File: src/rtl/erd_pkg.sv
// Shared types and constants for the escape-byte run-length row decoder.
// No dependencies; imported by every module of the block.
package erd_pkg;

  localparam int CFG_IDX_W = 2;
  localparam int CFG_DATA_W = 16;

  // Register indexes on the configuration port
  localparam logic [CFG_IDX_W-1:0] CFG_PIXELS_PER_ROW = 2'd0;
  localparam logic [CFG_IDX_W-1:0] CFG_ROWS_PER_IMAGE = 2'd1;
  localparam logic [CFG_IDX_W-1:0] CFG_MAX_ROW_BYTES  = 2'd2;
  localparam logic [CFG_IDX_W-1:0] CFG_ESCAPE_CODE    = 2'd3;

  // Register reset values
  localparam logic [9:0]  RST_PIXELS_PER_ROW = 10'd320;
  localparam logic [9:0]  RST_ROWS_PER_IMAGE = 10'd200;
  localparam logic [15:0] RST_MAX_ROW_BYTES  = 16'd960;
  localparam logic [7:0]  RST_ESCAPE_CODE    = 8'hF0;

  // Status codes
  localparam logic STATUS_OK  = 1'b0;
  localparam logic STATUS_ERR = 1'b1;

  typedef struct packed {
    logic [9:0]  pixels_per_row;
    logic [9:0]  rows_per_image;
    logic [15:0] max_row_bytes;
    logic [7:0]  escape_code;
  } cfg_t;

  typedef struct packed {
    logic       status;
    logic       image_done;
    logic       row_done;
    logic [9:0] row_index;
    logic [9:0] x_start;
    logic [7:0] run_count;
    logic [7:0] pixel_value;
  } res_t;

endpackage

File: src/rtl/erd_core.sv
// Decode state and per-byte next-state logic of the row decoder.
// Depends on erd_pkg (cfg_t, res_t, status codes).
module erd_core import erd_pkg::*; (
  input  logic       clk,
  input  logic       rst_n,
  input  logic       step,
  input  logic [7:0] stream_byte,
  input  cfg_t       cfg,
  output logic       res_valid,
  output res_t       res
);

  localparam logic [2:0] PH_HDR_LO  = 3'd0;
  localparam logic [2:0] PH_HDR_HI  = 3'd1;
  localparam logic [2:0] PH_DATA    = 3'd2;
  localparam logic [2:0] PH_ESC_LEN = 3'd3;
  localparam logic [2:0] PH_ESC_VAL = 3'd4;
  localparam logic [2:0] PH_ERROR   = 3'd5;

  logic [2:0]  phase_r, phase_nxt;
  logic [7:0]  hdr_lo_r, hdr_lo_nxt;
  logic [15:0] bytes_left_r, bytes_left_nxt;
  logic [9:0]  pix_left_r, pix_left_nxt;
  logic [9:0]  col_r, col_nxt;
  logic [9:0]  row_r, row_nxt;
  logic [7:0]  held_len_r, held_len_nxt;
  logic        skip_r, skip_nxt;

  logic [15:0] count;
  logic [15:0] bl_dec;
  logic        last;
  logic        data_ph;
  logic        emit;
  logic [9:0]  run10;
  logic [9:0]  next_row;

  assign count    = {stream_byte, hdr_lo_r};
  assign bl_dec   = bytes_left_r - 16'd1;
  assign last     = (bl_dec == 16'd0);
  assign run10    = ({2'b00, held_len_r} < pix_left_r) ? {2'b00, held_len_r} : pix_left_r;
  assign next_row = row_r + 10'd1;

  always_comb begin
    phase_nxt      = phase_r;
    hdr_lo_nxt     = hdr_lo_r;
    bytes_left_nxt = bytes_left_r;
    pix_left_nxt   = pix_left_r;
    col_nxt        = col_r;
    row_nxt        = row_r;
    held_len_nxt   = held_len_r;
    skip_nxt       = skip_r;
    data_ph        = 1'b0;
    emit           = 1'b0;
    res_valid      = 1'b0;
    res            = '0;
    res.x_start    = col_r;
    res.row_index  = row_r;
    res.status     = STATUS_OK;

    if (step) begin
      case (phase_r)
        PH_ERROR: begin
          res_valid   = 1'b1;
          res.x_start = '0;
          res.status  = STATUS_ERR;
        end
        PH_HDR_LO: begin
          hdr_lo_nxt = stream_byte;
          phase_nxt  = PH_HDR_HI;
        end
        PH_HDR_HI: begin
          if (count == 16'd0 || count > cfg.max_row_bytes) begin
            phase_nxt   = PH_ERROR;
            res_valid   = 1'b1;
            res.x_start = '0;
            res.status  = STATUS_ERR;
          end else begin
            bytes_left_nxt = count;
            pix_left_nxt   = cfg.pixels_per_row;
            col_nxt        = '0;
            skip_nxt       = 1'b0;
            held_len_nxt   = '0;
            phase_nxt      = PH_DATA;
          end
        end
        PH_DATA: begin
          data_ph = 1'b1;
          if (!skip_r && pix_left_r != 10'd0) begin
            if (stream_byte != cfg.escape_code) begin
              emit            = 1'b1;
              res.pixel_value = stream_byte;
              res.run_count   = 8'd1;
              col_nxt         = col_r + 10'd1;
              pix_left_nxt    = pix_left_r - 10'd1;
            end else if (bl_dec < 16'd2) begin
              skip_nxt = 1'b1;
            end else begin
              phase_nxt = PH_ESC_LEN;
            end
          end
        end
        PH_ESC_LEN: begin
          data_ph      = 1'b1;
          held_len_nxt = stream_byte;
          phase_nxt    = PH_ESC_VAL;
        end
        PH_ESC_VAL: begin
          data_ph         = 1'b1;
          emit            = 1'b1;
          res.pixel_value = stream_byte;
          res.run_count   = run10[7:0];
          col_nxt         = col_r + run10;
          pix_left_nxt    = pix_left_r - run10;
          phase_nxt       = PH_DATA;
        end
        default: begin
          phase_nxt = PH_HDR_LO;
        end
      endcase

      if (data_ph) begin
        bytes_left_nxt = bl_dec;
        if (last) begin
          res.row_done = 1'b1;
          if (next_row >= cfg.rows_per_image || next_row == 10'd0) begin
            res.image_done = 1'b1;
            row_nxt        = '0;
          end else begin
            row_nxt = next_row;
          end
          phase_nxt = PH_HDR_LO;
          skip_nxt  = 1'b0;
        end
        res_valid = emit || last;
      end
    end
  end

  always_ff @(posedge clk) begin
    if (!rst_n) begin
      phase_r      <= PH_HDR_LO;
      hdr_lo_r     <= '0;
      bytes_left_r <= '0;
      pix_left_r   <= '0;
      col_r        <= '0;
      row_r        <= '0;
      held_len_r   <= '0;
      skip_r       <= 1'b0;
    end else begin
      phase_r      <= phase_nxt;
      hdr_lo_r     <= hdr_lo_nxt;
      bytes_left_r <= bytes_left_nxt;
      pix_left_r   <= pix_left_nxt;
      col_r        <= col_nxt;
      row_r        <= row_nxt;
      held_len_r   <= held_len_nxt;
      skip_r       <= skip_nxt;
    end
  end

  // Error phase is left only by reset
  a_error_sticky: assert property (@(posedge clk) disable iff (!rst_n)
    phase_r == PH_ERROR |=> phase_r == PH_ERROR)
    else $error("decoder left the error phase");

  // An error result carries no pixels
  a_error_empty: assert property (@(posedge clk) disable iff (!rst_n)
    (res_valid && res.status == STATUS_ERR) |-> (res.run_count == 8'd0 && !res.row_done))
    else $error("error result carries pixel data");

  // A run never writes more pixels than the row has left
  a_run_clipped: assert property (@(posedge clk) disable iff (!rst_n)
    (res_valid && res.status == STATUS_OK) |-> ({2'b00, res.run_count} <= pix_left_r))
    else $error("run exceeds free pixels in row");

endmodule

File: src/rtl/erd_skid.sv
// Two-entry output buffer for decoded results; upstream ready is registered.
// Depends on erd_pkg (res_t).
module erd_skid import erd_pkg::*; (
  input  logic clk,
  input  logic rst_n,
  input  logic up_valid,
  output logic up_ready,
  input  res_t up_data,
  output logic dn_valid,
  input  logic dn_ready,
  output res_t dn_data
);

  logic out_valid_r;
  res_t out_data_r;
  logic skid_valid_r;
  res_t skid_data_r;
  logic push;

  assign up_ready = !skid_valid_r;
  assign push     = up_valid && up_ready;
  assign dn_valid = out_valid_r;
  assign dn_data  = out_data_r;

  always_ff @(posedge clk) begin
    if (!rst_n) begin
      out_valid_r  <= 1'b0;
      skid_valid_r <= 1'b0;
    end else if (!out_valid_r || dn_ready) begin
      if (skid_valid_r) begin
        out_valid_r  <= 1'b1;
        skid_valid_r <= 1'b0;
      end else begin
        out_valid_r <= push;
      end
    end else if (push) begin
      skid_valid_r <= 1'b1;
    end
  end

  always_ff @(posedge clk) begin
    if (!out_valid_r || dn_ready) begin
      out_data_r <= skid_valid_r ? skid_data_r : up_data;
    end else if (push) begin
      skid_data_r <= up_data;
    end
  end

  // The spare entry fills only behind a waiting head
  a_skid_behind_head: assert property (@(posedge clk) disable iff (!rst_n)
    skid_valid_r |-> out_valid_r)
    else $error("spare entry valid with empty head");

  // A stalled head keeps its result
  a_head_holds: assert property (@(posedge clk) disable iff (!rst_n)
    (out_valid_r && !dn_ready) |=> (out_valid_r && $stable(out_data_r)))
    else $error("stalled result changed");

endmodule

File: src/rtl/escape_rle_row_image_decoder_top.sv
// Top level of the escape-byte run-length row decoder: input register,
// configuration registers, decode core and output buffer. Depends on erd_pkg,
// erd_core and erd_skid.
//
// The decoder takes one compressed byte per item on in_* and may take one in
// every clock cycle. Each accepted byte is held in an input register and is
// decoded by the core once the output buffer has room. Phase, counters and
// row position update at the end of the cycle in which the byte is decoded.
// If the byte yields a result, the result lands in a two-entry output buffer
// at that same edge and appears on out_* from that buffer's head register.
// The core updates its state for each byte it decodes, so the decoder runs at
// one byte per cycle while out_tready stays high. The output buffer's spare
// entry keeps in_tready independent of out_tready in the same cycle; when the
// consumer stalls, the input side stops after the buffer fills. Literal bytes
// while the row has pixels left and the value byte of a run each give one
// result; run-length bytes give none, and header bytes give none unless they
// complete an invalid row byte count; the last byte of a row always gives one
// (row_done set). The byte that completes an invalid row byte count and every
// byte after it return an error result until reset.
// Write configuration only while idle; pixels_per_row and max_row_bytes act
// at the next row header, escape_code at once.
module escape_rle_row_image_decoder_top import erd_pkg::*; (
  input  logic                  clk,
  input  logic                  rst_n,
  // input channel
  input  logic                  in_tvalid,
  output logic                  in_tready,
  input  logic [7:0]            in_tdata,   // [7:0] stream_byte
  // result channel
  output logic                  out_tvalid,
  input  logic                  out_tready,
  output logic [39:0]           out_tdata,  // [7:0] pixel_value, [15:8] run_count,
                                            // [25:16] x_start, [35:26] row_index
  output logic                  out_tlast,  // image_done
  output logic [1:0]            out_tuser,  // [0] row_done, [1] status
  // configuration
  input  logic                  cfg_we,
  input  logic [CFG_IDX_W-1:0]  cfg_index,
  input  logic [CFG_DATA_W-1:0] cfg_data
);

  cfg_t       cfg_r;
  logic       s1_valid_r;
  logic [7:0] s1_byte_r;
  logic       step;
  logic       buf_ready;
  logic       res_valid;
  res_t       res;
  res_t       out_res;

  // Configuration registers
  always_ff @(posedge clk) begin
    if (!rst_n) begin
      cfg_r.pixels_per_row <= RST_PIXELS_PER_ROW;
      cfg_r.rows_per_image <= RST_ROWS_PER_IMAGE;
      cfg_r.max_row_bytes  <= RST_MAX_ROW_BYTES;
      cfg_r.escape_code    <= RST_ESCAPE_CODE;
    end else if (cfg_we) begin
      case (cfg_index)
        CFG_PIXELS_PER_ROW: cfg_r.pixels_per_row <= cfg_data[9:0];
        CFG_ROWS_PER_IMAGE: cfg_r.rows_per_image <= cfg_data[9:0];
        CFG_MAX_ROW_BYTES:  cfg_r.max_row_bytes  <= cfg_data;
        CFG_ESCAPE_CODE:    cfg_r.escape_code    <= cfg_data[7:0];
        default: ;
      endcase
    end
  end

  // Input register: advance into the core whenever the output buffer has room
  assign step      = s1_valid_r && buf_ready;
  assign in_tready = !s1_valid_r || step;

  always_ff @(posedge clk) begin
    if (!rst_n) begin
      s1_valid_r <= 1'b0;
    end else if (in_tready) begin
      s1_valid_r <= in_tvalid;
    end
  end

  always_ff @(posedge clk) begin
    if (in_tready && in_tvalid) begin
      s1_byte_r <= in_tdata;
    end
  end

  erd_core u_core (
    .clk         (clk),
    .rst_n       (rst_n),
    .step        (step),
    .stream_byte (s1_byte_r),
    .cfg         (cfg_r),
    .res_valid   (res_valid),
    .res         (res)
  );

  erd_skid u_skid (
    .clk      (clk),
    .rst_n    (rst_n),
    .up_valid (res_valid),
    .up_ready (buf_ready),
    .up_data  (res),
    .dn_valid (out_tvalid),
    .dn_ready (out_tready),
    .dn_data  (out_res)
  );

  // Pack the result item onto the stream ports
  assign out_tdata = {4'b0000, out_res.row_index, out_res.x_start,
                      out_res.run_count, out_res.pixel_value};
  assign out_tlast = out_res.image_done;
  assign out_tuser = {out_res.status, out_res.row_done};

endmodule
File: config.mk
export PLATFORM = sky130hd
export DESIGN_NAME = escape_rle_row_image_decoder_top
export DESIGN_NICKNAME = d
export VERILOG_FILES = /design/src/rtl/erd_pkg.sv /design/src/rtl/erd_core.sv /design/src/rtl/erd_skid.sv /design/src/rtl/escape_rle_row_image_decoder_top.sv
export SDC_FILE = /design/constraint.sdc
export NUM_CORES = 1
export LEC_CHECK = 0
export BUFFER_PORTS_ARGS = -buffer_cell sky130_fd_sc_hd__buf_4
export CAP_MARGIN = 20
export CORE_ASPECT_RATIO = 0.6
export CORE_MARGIN = 10
export CORE_UTILIZATION = 40
export CTS_CLUSTER_SIZE = 20
export DETAILED_ROUTE_END_ITERATION = 12
export HOLD_SLACK_MARGIN = 0.15
export PLACE_DENSITY = 0.53
export SYNTH_ARGS = -nofsm -noshare
export SYNTH_HDL_FRONTEND = slang
export SYNTH_SLANG_ARGS = --single-unit
File: constraint.sdc
create_clock -name clk -period 4.05 [get_ports clk]
set_input_delay 0 -clock clk [delete_from_list [all_inputs] [get_ports clk]]
set_output_delay 0 -clock clk [all_outputs]
set_load 0.01 [all_outputs]
==> results.py, run 1 <==
metrics = {
    "run_status": {
        "status": "complete, no violations",
    },
    "routing": {
        "ant_nets": 0,
        "drt-total-wl_um": 28700,
        "drt-wirelength-per-cell_um": 18.7,
        "drt_first_pass_iters": 7,
        "via_per_inst": 5.42,
        "drtIter0Drc": 666,
        "num_vias": 8321,
        "drc": 0,
    },
    "sta": {
        "setup_violations": 0,
        "timing.final.max_slew_violations": 0,
        "fmax_mhz": 263,
        "hold_viol_final": 0,
        "period_minus_slack_ns": 3.80,
        "fin_crit_sh_pct": 93.8,
        "rsz0062_at_grt": "false",
        "totalNegativeSetupSlack_ns": 0,
        "slew_headroom_pct": 24.4,
        "worst_pin_slew_ns": 1.13,
        "whs_ns": 0.267,
        "clock-skew-final_ns": 0.0105,
    },
    "critical_path": {
        "critPathSlowestCell": "fa_1",
        "path_class": "reg -> reg",
        "arrival_ns": 4.12,
        "crit_path_cell_trace": "inv_1 > ha_1 > a21o_1 > a211oi_1 > o211ai_1 > buf_4 > nand4_1 > nand4_1 > ha_1 > fa_1 > nor2b_1 > o21ai_0 > a21oi_2 > o41ai_1 > xnor2_1 > o21ai_0 > o22ai_1",
        "r2r_cells": 17,
        "r2r_slack_ns": 0.25,
        "crit_fanout": 5,
        "critPathRequiredTime_ns": 4.37,
        "critPathCaptureType": "flip-flop",
        "cp-start-kind": "flip-flop",
        "r2r-end": "u_core.pix_left_r[8]$_SDFFE_PN0P_",
        "cp_num_buf_inv": 2,
        "cp_top_family": "compound AO/OA/AOI/OAI gates",
        "max_stage_delay_ns": 0.42,
        "worstReg2RegStart": "u_core.pix_left_r[5]$_SDFFE_PN0P_",
    },
    "clock_tree": {
        "cts_tree": "built",
        "cts_sinks": 199,
        "clkLatencyLatePin_ns": 0.45,
        "ctsRootBufferMaster": "clkbuf_16",
        "clk_pin_slew_worst_paths_ns": 0.07,
        "numCtsBuffers": 17,
        "clk_path_buf_depth": 2,
        "htree_levels": 4,
    },
    "power": {
        "p_leak_nw": 4.85,
        "power_density_nw_per_um2": 361,
        "peakVddDrop_uv": 284,
    },
    "yosys": {
        "synth_edf_count": 86,
        "syn_inst": 1084,
        "synth_area_leaders": "edfxtp_1 25%, dfxtp_1 22%, ha_1 6.6%",
        "synth_area_um2": 10300,
        "synth_compound_area_share_pct": 16.4,
        "synth_seq_area_share_pct": 47.0,
        "synthDistinctLibCells": 78,
        "synth_mux_area_share_pct": 4.22,
        "yosysTopAreaCellShare_pct": 25.1,
        "yosysWarnings": 0,
        "synthArstFlopShare_pct": 0,
        "yosysMostFrequentCell": "nand2_1",
        "ys_top_cells_by_count": "158 x nand2_1, 113 x dfxtp_1, 86 x edfxtp_1",
        "avgSynthCellArea_um2": 9.50,
        "synth_fa_ha_area_share_pct": 6.95,
        "yosys_most_used_dff": "dfxtp_1",
        "synthXorXnorAreaFrac_pct": 2.38,
        "post-synth-top-area-cell": "edfxtp_1",
        "synth_top_family_by_area": "simple AND/OR/NAND/NOR gates",
        "synth_seq_cells": 199,
        "yosys.area_share.simple_pct": 18.6,
    },
    "finish": {
        "n_antenna_cell": 0,
        "nets": 1280,
        "layout-drive-gt1-share_pct": 15.2,
        "syn_to_final_growth_pct": 19.6,
    },
    "floorplanning": {
        "die_h_um": 144,
        "io_pins": 76,
        "num_rows": 45,
        "core_area_um2": 25300,
        "dieArea_um2": 32800,
        "initial_utilization_pct": 40.6,
        "fp.dieW_um": 227,
    },
    "hold_path": {
        "holdPathEnd": "s1_byte_r[4]$_DFFE_PP_",
        "min_from": "in_tdata[4]",
        "hp-class": "in -> reg",
        "hold_depth": 2,
    },
    "place": {
        "port_buffers": 71,
        "gp_congestion": 0.874,
        "dpl.hpwl_um": 20800,
    },
    "global_route": {
        "grtUsageTotal_pct": 17.8,
        "grt_pass1_wl_um": 45200,
        "first_global_vias": 7597,
        "grt_max_degree": 41,
        "grt_antenna_before_repair": 0,
        "grt-ovfl-total": 0,
    },
    "run": {
        "maxCapViolations": 0,
    },
}
-- worst reg2reg max path, stage by stage (launching register included) --
cell	delay (ns)
dfxtp_1	0.41
inv_1	0.06
ha_1	0.29
a21o_1	0.16
a211oi_1	0.25
o211ai_1	0.17
buf_4	0.17
nand4_1	0.16
nand4_1	0.20
ha_1	0.28
fa_1	0.42
nor2b_1	0.18
o21ai_0	0.20
a21oi_2	0.23
o41ai_1	0.10
xnor2_1	0.13
o21ai_0	0.16
o22ai_1	0.11
-- how the worst max path moves through the flow --
stage,cells after the start,endpoint,slack (ns),startpoint
floorplan,16,u_core.pix_left_r[9]$_SDFFE_PN0P_,0.44,u_core.pix_left_r[6]$_SDFFE_PN0P_
global placement,17,u_core.pix_left_r[9]$_SDFFE_PN0P_,0.24,u_core.pix_left_r[5]$_SDFFE_PN0P_
detailed placement,16,u_core.pix_left_r[9]$_SDFFE_PN0P_,0.20,u_core.pix_left_r[5]$_SDFFE_PN0P_
CTS,17,u_core.pix_left_r[9]$_SDFFE_PN0P_,0.17,u_core.pix_left_r[5]$_SDFFE_PN0P_
global route,16,u_core.pix_left_r[8]$_SDFFE_PN0P_,0.01,u_core.pix_left_r[1]$_SDFFE_PN0P_
finish,17,u_core.pix_left_r[8]$_SDFFE_PN0P_,0.25,u_core.pix_left_r[5]$_SDFFE_PN0P_
-- logic make-up after synthesis --
logic type,Yosys count
muxes,41
AOI/OAI and AO/OA,252
xor gates and xnor gates,28
DFF,199
other,2
adders and majority gates,56
and+or+nand+nor,397
buffers and inverters,109
-- metrics by stage --
step / util [%] / std cells / setup slack (ns) / cell area [um2] / total power, W
floorplan: - / 1088 / 0.441 / 10300 / 0.00250
global placement: 44.3 / 1457 / 0.244 / 11200 / 0.00265
detailed placement: 44.3 / 1457 / 0.198 / 11200 / 0.00266
CTS: 48.5 / 1534 / 0.174 / 12300 / 0.00447
global route: 48.6 / 1535 / 0.0127 / 12300 / 0.00462
finish: 48.6 / 1535 / 0.250 / 12300 / 0.00445
-- power by group --
group	internal [W]	total [W]	switching (W)	leakage, nW
Clock	0.000994	0.00179	0.000795	0.297
Sequential	0.00212	0.00216	0.0000382	1.85
Combinational	0.000206	0.000499	0.000294	2.71
Total	0.00332	0.00445	0.00113	4.85
-- routing by layer --
layer	part of all wire (%)	vias up	global-route usage, %
li1	-	4113	-
met4	0.83	0	3.53
met5	0	-	0
met2	38	250	22.6
met3	7.7	18	4.45
met1	54	3940	28.5
-- state kept, by name (all words and copies together) (netlist names), 10 cells and up --
name	cells
cfg_r	44
u_skid.dn_data	39
u_skid.skid_data_r	39
u_core.bytes_left_r	16
u_core.col_r	10
u_core.pix_left_r	10
u_core.row_r	10
-- final cells by class --
cell class | instances | area, um2
Sequential cell | 199 | 4850
Timing Repair Buffer | 145 | 1210
Inverter | 50 | 188
Clock inverter | 14 | 173
Multi-Input combinational cell | 780 | 5040
Fill cell | 2398 | 13000
Tap cell | 329 | 412
Clock buffer | 18 | 439
-- placed cells by master, fill, tap and decap left out, types with 10 or more instances in the layout --
| cell | n |
|---|---|
| xnor2_1 | 14 |
| mux2i_1 | 20 |
| nor4_1 | 15 |
| nand2_1 | 158 |
| edfxtp_1 | 86 |
| xor2_1 | 14 |
| nand2b_1 | 11 |
| nor3_1 | 16 |
| clkbuf_16 | 17 |
| inv_1 | 49 |
| nor2_1 | 73 |
| a21oi_1 | 80 |
| buf_4 | 99 |
| and2_1 | 25 |
| o211ai_1 | 13 |
| or2_2 | 12 |
| nand4_1 | 10 |
| mux2_2 | 19 |
| ha_1 | 54 |
| nor2b_1 | 11 |
| dlygate4sd3_1 | 45 |
| o21ai_0 | 48 |
| dfxtp_1 | 112 |
| a211oi_1 | 11 |
| a21o_1 | 20 |
| nand3_1 | 31 |
-- timing repair --
action                                  in CTS  in global routing
buffers inserted                             0                  1
endpoints found under the hold margin       64                  0
resized for setup                            0                  5
endpoints found under the setup margin       0                  7
hold buffers                                45                  0
No activity file was read; power rests on OpenSTA's default activity.
==> run 2: changes to the inputs <==
- PLACE_DENSITY: 0.53 -> default
- PLACE_DENSITY_LB_ADDON: default -> 0.3
==> run 2 against run 1 <==
  * Sequential power barely moved
  * Wire length fell by 0.57%
  * Worst hold slack better by 0.00074 ns
  * Fmax down 0.99%
  * Register-to-register slack got worse by 0.04 ns
  * Die area did not move
  * Critical path depth decreased by 1
==> results.py, run 2 (synthesized netlist as in run 1, its figures left out) <==
metrics = {
    "routing": {
        "num_vias": 8433,
        "via_per_inst": 5.48,
        "drt_first_pass_iters": 5,
        "drt-total-wl_um": 28500,
        "ant_nets": 0,
        "drc": 0,
        "drtIter0Drc": 932,
        "drt-wirelength-per-cell_um": 18.6,
    },
    "floorplanning": {
        "num_rows": 45,
        "io_pins": 76,
        "initial_utilization_pct": 40.6,
        "core_area_um2": 25300,
        "fp.dieW_um": 227,
        "die_h_um": 144,
        "dieArea_um2": 32800,
    },
    "clock_tree": {
        "cts_sinks": 199,
        "clk_path_buf_depth": 2,
        "clk_pin_slew_worst_paths_ns": 0.07,
        "clkLatencyLatePin_ns": 0.45,
        "numCtsBuffers": 17,
        "htree_levels": 4,
        "postCtsSetupBuffers": 0,
        "ctsRootBufferMaster": "clkbuf_16",
        "cts_tree": "built",
    },
    "critical_path": {
        "cp-start-kind": "flip-flop",
        "cp_top_family": "compound AO/OA/AOI/OAI gates",
        "critPathRequiredTime_ns": 4.40,
        "crit_path_cell_trace": "inv_1 > ha_1 > and3_1 > nand2_1 > o211ai_1 > nand3_2 > mux2i_2 > or2_2 > ha_1 > nor2b_1 > o31a_1 > o21ai_1 > a21oi_1 > a31o_2 > a31o_2 > a211oi_1",
        "critPathSlowestCell": "dfxtp_1",
        "crit_fanout": 5,
        "max_stage_delay_ns": 0.43,
        "path_class": "reg -> reg",
        "arrival_ns": 4.19,
        "critPathCaptureType": "flip-flop",
        "cp_num_buf_inv": 1,
    },
    "global_route": {
        "grt_pass1_wl_um": 44800,
        "grt_max_degree": 49,
        "grt_antenna_before_repair": 0,
        "first_global_vias": 7925,
        "grt-ovfl-total": 0,
        "grtUsageTotal_pct": 17.6,
    },
    "finish": {
        "ff_latch_area_um2": 4850,
        "layout-drive-gt1-share_pct": 15.0,
        "top_register": "cfg_r",
        "syn_to_final_growth_pct": 19.8,
        "fill_cells": 2405,
        "multi_input_area_um2": 5050,
        "layout_common_cells": "158 x nand2_1, 112 x dfxtp_1, 98 x buf_4, 86 x edfxtp_1, 81 x a21oi_1",
        "nets": 1282,
        "largest_register_ffs": 44,
        "layout_commonest_cell": "nand2_1",
    },
    "sta": {
        "worst_slack_ns": 0.212,
        "period_minus_slack_ns": 3.84,
        "worst_pin_slew_ns": 1.12,
        "setup_violations": 0,
        "timing.final.max_slew_violations": 0,
        "slew_headroom_pct": 25.5,
        "clock-skew-final_ns": 0.0133,
        "fin_crit_sh_pct": 94.8,
        "fmax_mhz": 261,
        "rsz0062_at_grt": "true",
        "hold_viol_final": 0,
    },
    "place": {
        "dp_slack_ns": 0.186,
        "gp_congestion": 0.934,
        "port_buffers": 71,
        "dpl.hpwl_um": 20000,
    },
    "power": {
        "power_w": 0.00440,
        "p_leak_nw": 4.84,
        "peakVddDrop_uv": 276,
        "power_density_nw_per_um2": 357,
    },
    "run": {
        "maxCapViolations": 0,
    },
    "run_status": {
        "status": "complete, no violations",
    },
    "hold_path": {
        "hp-class": "in -> reg",
    },
}
==> run 2: changes by cell type in the layout (fill, tap and decap cells not counted), moves of 2 or more <==
cell           previous run  this run
clkbuf_1                  0         2
clkinv_1                  0         2
dlygate4sd3_1            45        47
inv_6                     3         1
==> run 2: per-layer routing <==
layer	track usage, %	up-vias	wire [um]
met5	0	-	0
met3	3.44	32	2070
met4	5.69	0	418
li1	-	4107	-
met1	26.9	4007	14800
met2	23.9	287	11300
==> run 2: worst paths after layout <==
kind	start	to	slack (ns)	depth (start not counted)
max	u_core.pix_left_r[6]$_SDFFE_PN0P_	u_core.pix_left_r[9]$_SDFFE_PN0P_	0.21	16
min	in_tdata[0]	s1_byte_r[0]$_DFFE_PP_	0.27	2
max reg2reg	u_core.pix_left_r[6]$_SDFFE_PN0P_	u_core.pix_left_r[9]$_SDFFE_PN0P_	0.21	16
min reg2reg	cfg_r[18]$_SDFFE_PN0P_	cfg_r[18]$_SDFFE_PN0P_	0.46	2
==> run 2: area by class of cell <==
type / instances / share of cell area [%]
Antenna cell: 1 / 0.0203
Sequential cell: 199 / 39.3
Clock inverter: 13 / 1.26
Clock buffer: 19 / 3.51
Tap cell: 329 / 3.34
Inverter: 50 / 1.52
Multi-Input combinational cell: 780 / 41.0
Timing Repair Buffer: 147 / 10.1
==> run 2: what timing repair did <==
action,in CTS,in global routing
resized for setup,0,6
setup endpoints to repair,0,5
hold buffers,47,0
hold endpoints to repair,73,0
==> run 2: power by group <==
part | total [W] | internal [W] | switching (W)
clock | 0.00174 | 0.000968 | 0.000770
combinational | 0.000493 | 0.000206 | 0.000287
sequential | 0.00217 | 0.00212 | 0.0000447
==> run 2: through the flow <==
step / util, % / hold slack (ns) / cells / area [um2] / TNS [ns]
2_1_floorplan: - / 0.0989 / 1088 / 10300 / 0
3_5_place_dp: 44.4 / 0.180 / 1458 / 11200 / 0
4_1_cts: 48.6 / 0.240 / 1537 / 12300 / 0
6_report: 48.7 / 0.268 / 1538 / 12300 / 0
3_3_place_gp: 44.4 / 0.179 / 1458 / 11200 / 0
5_1_grt: 48.7 / 0.249 / 1537 / 12300 / -0.0505
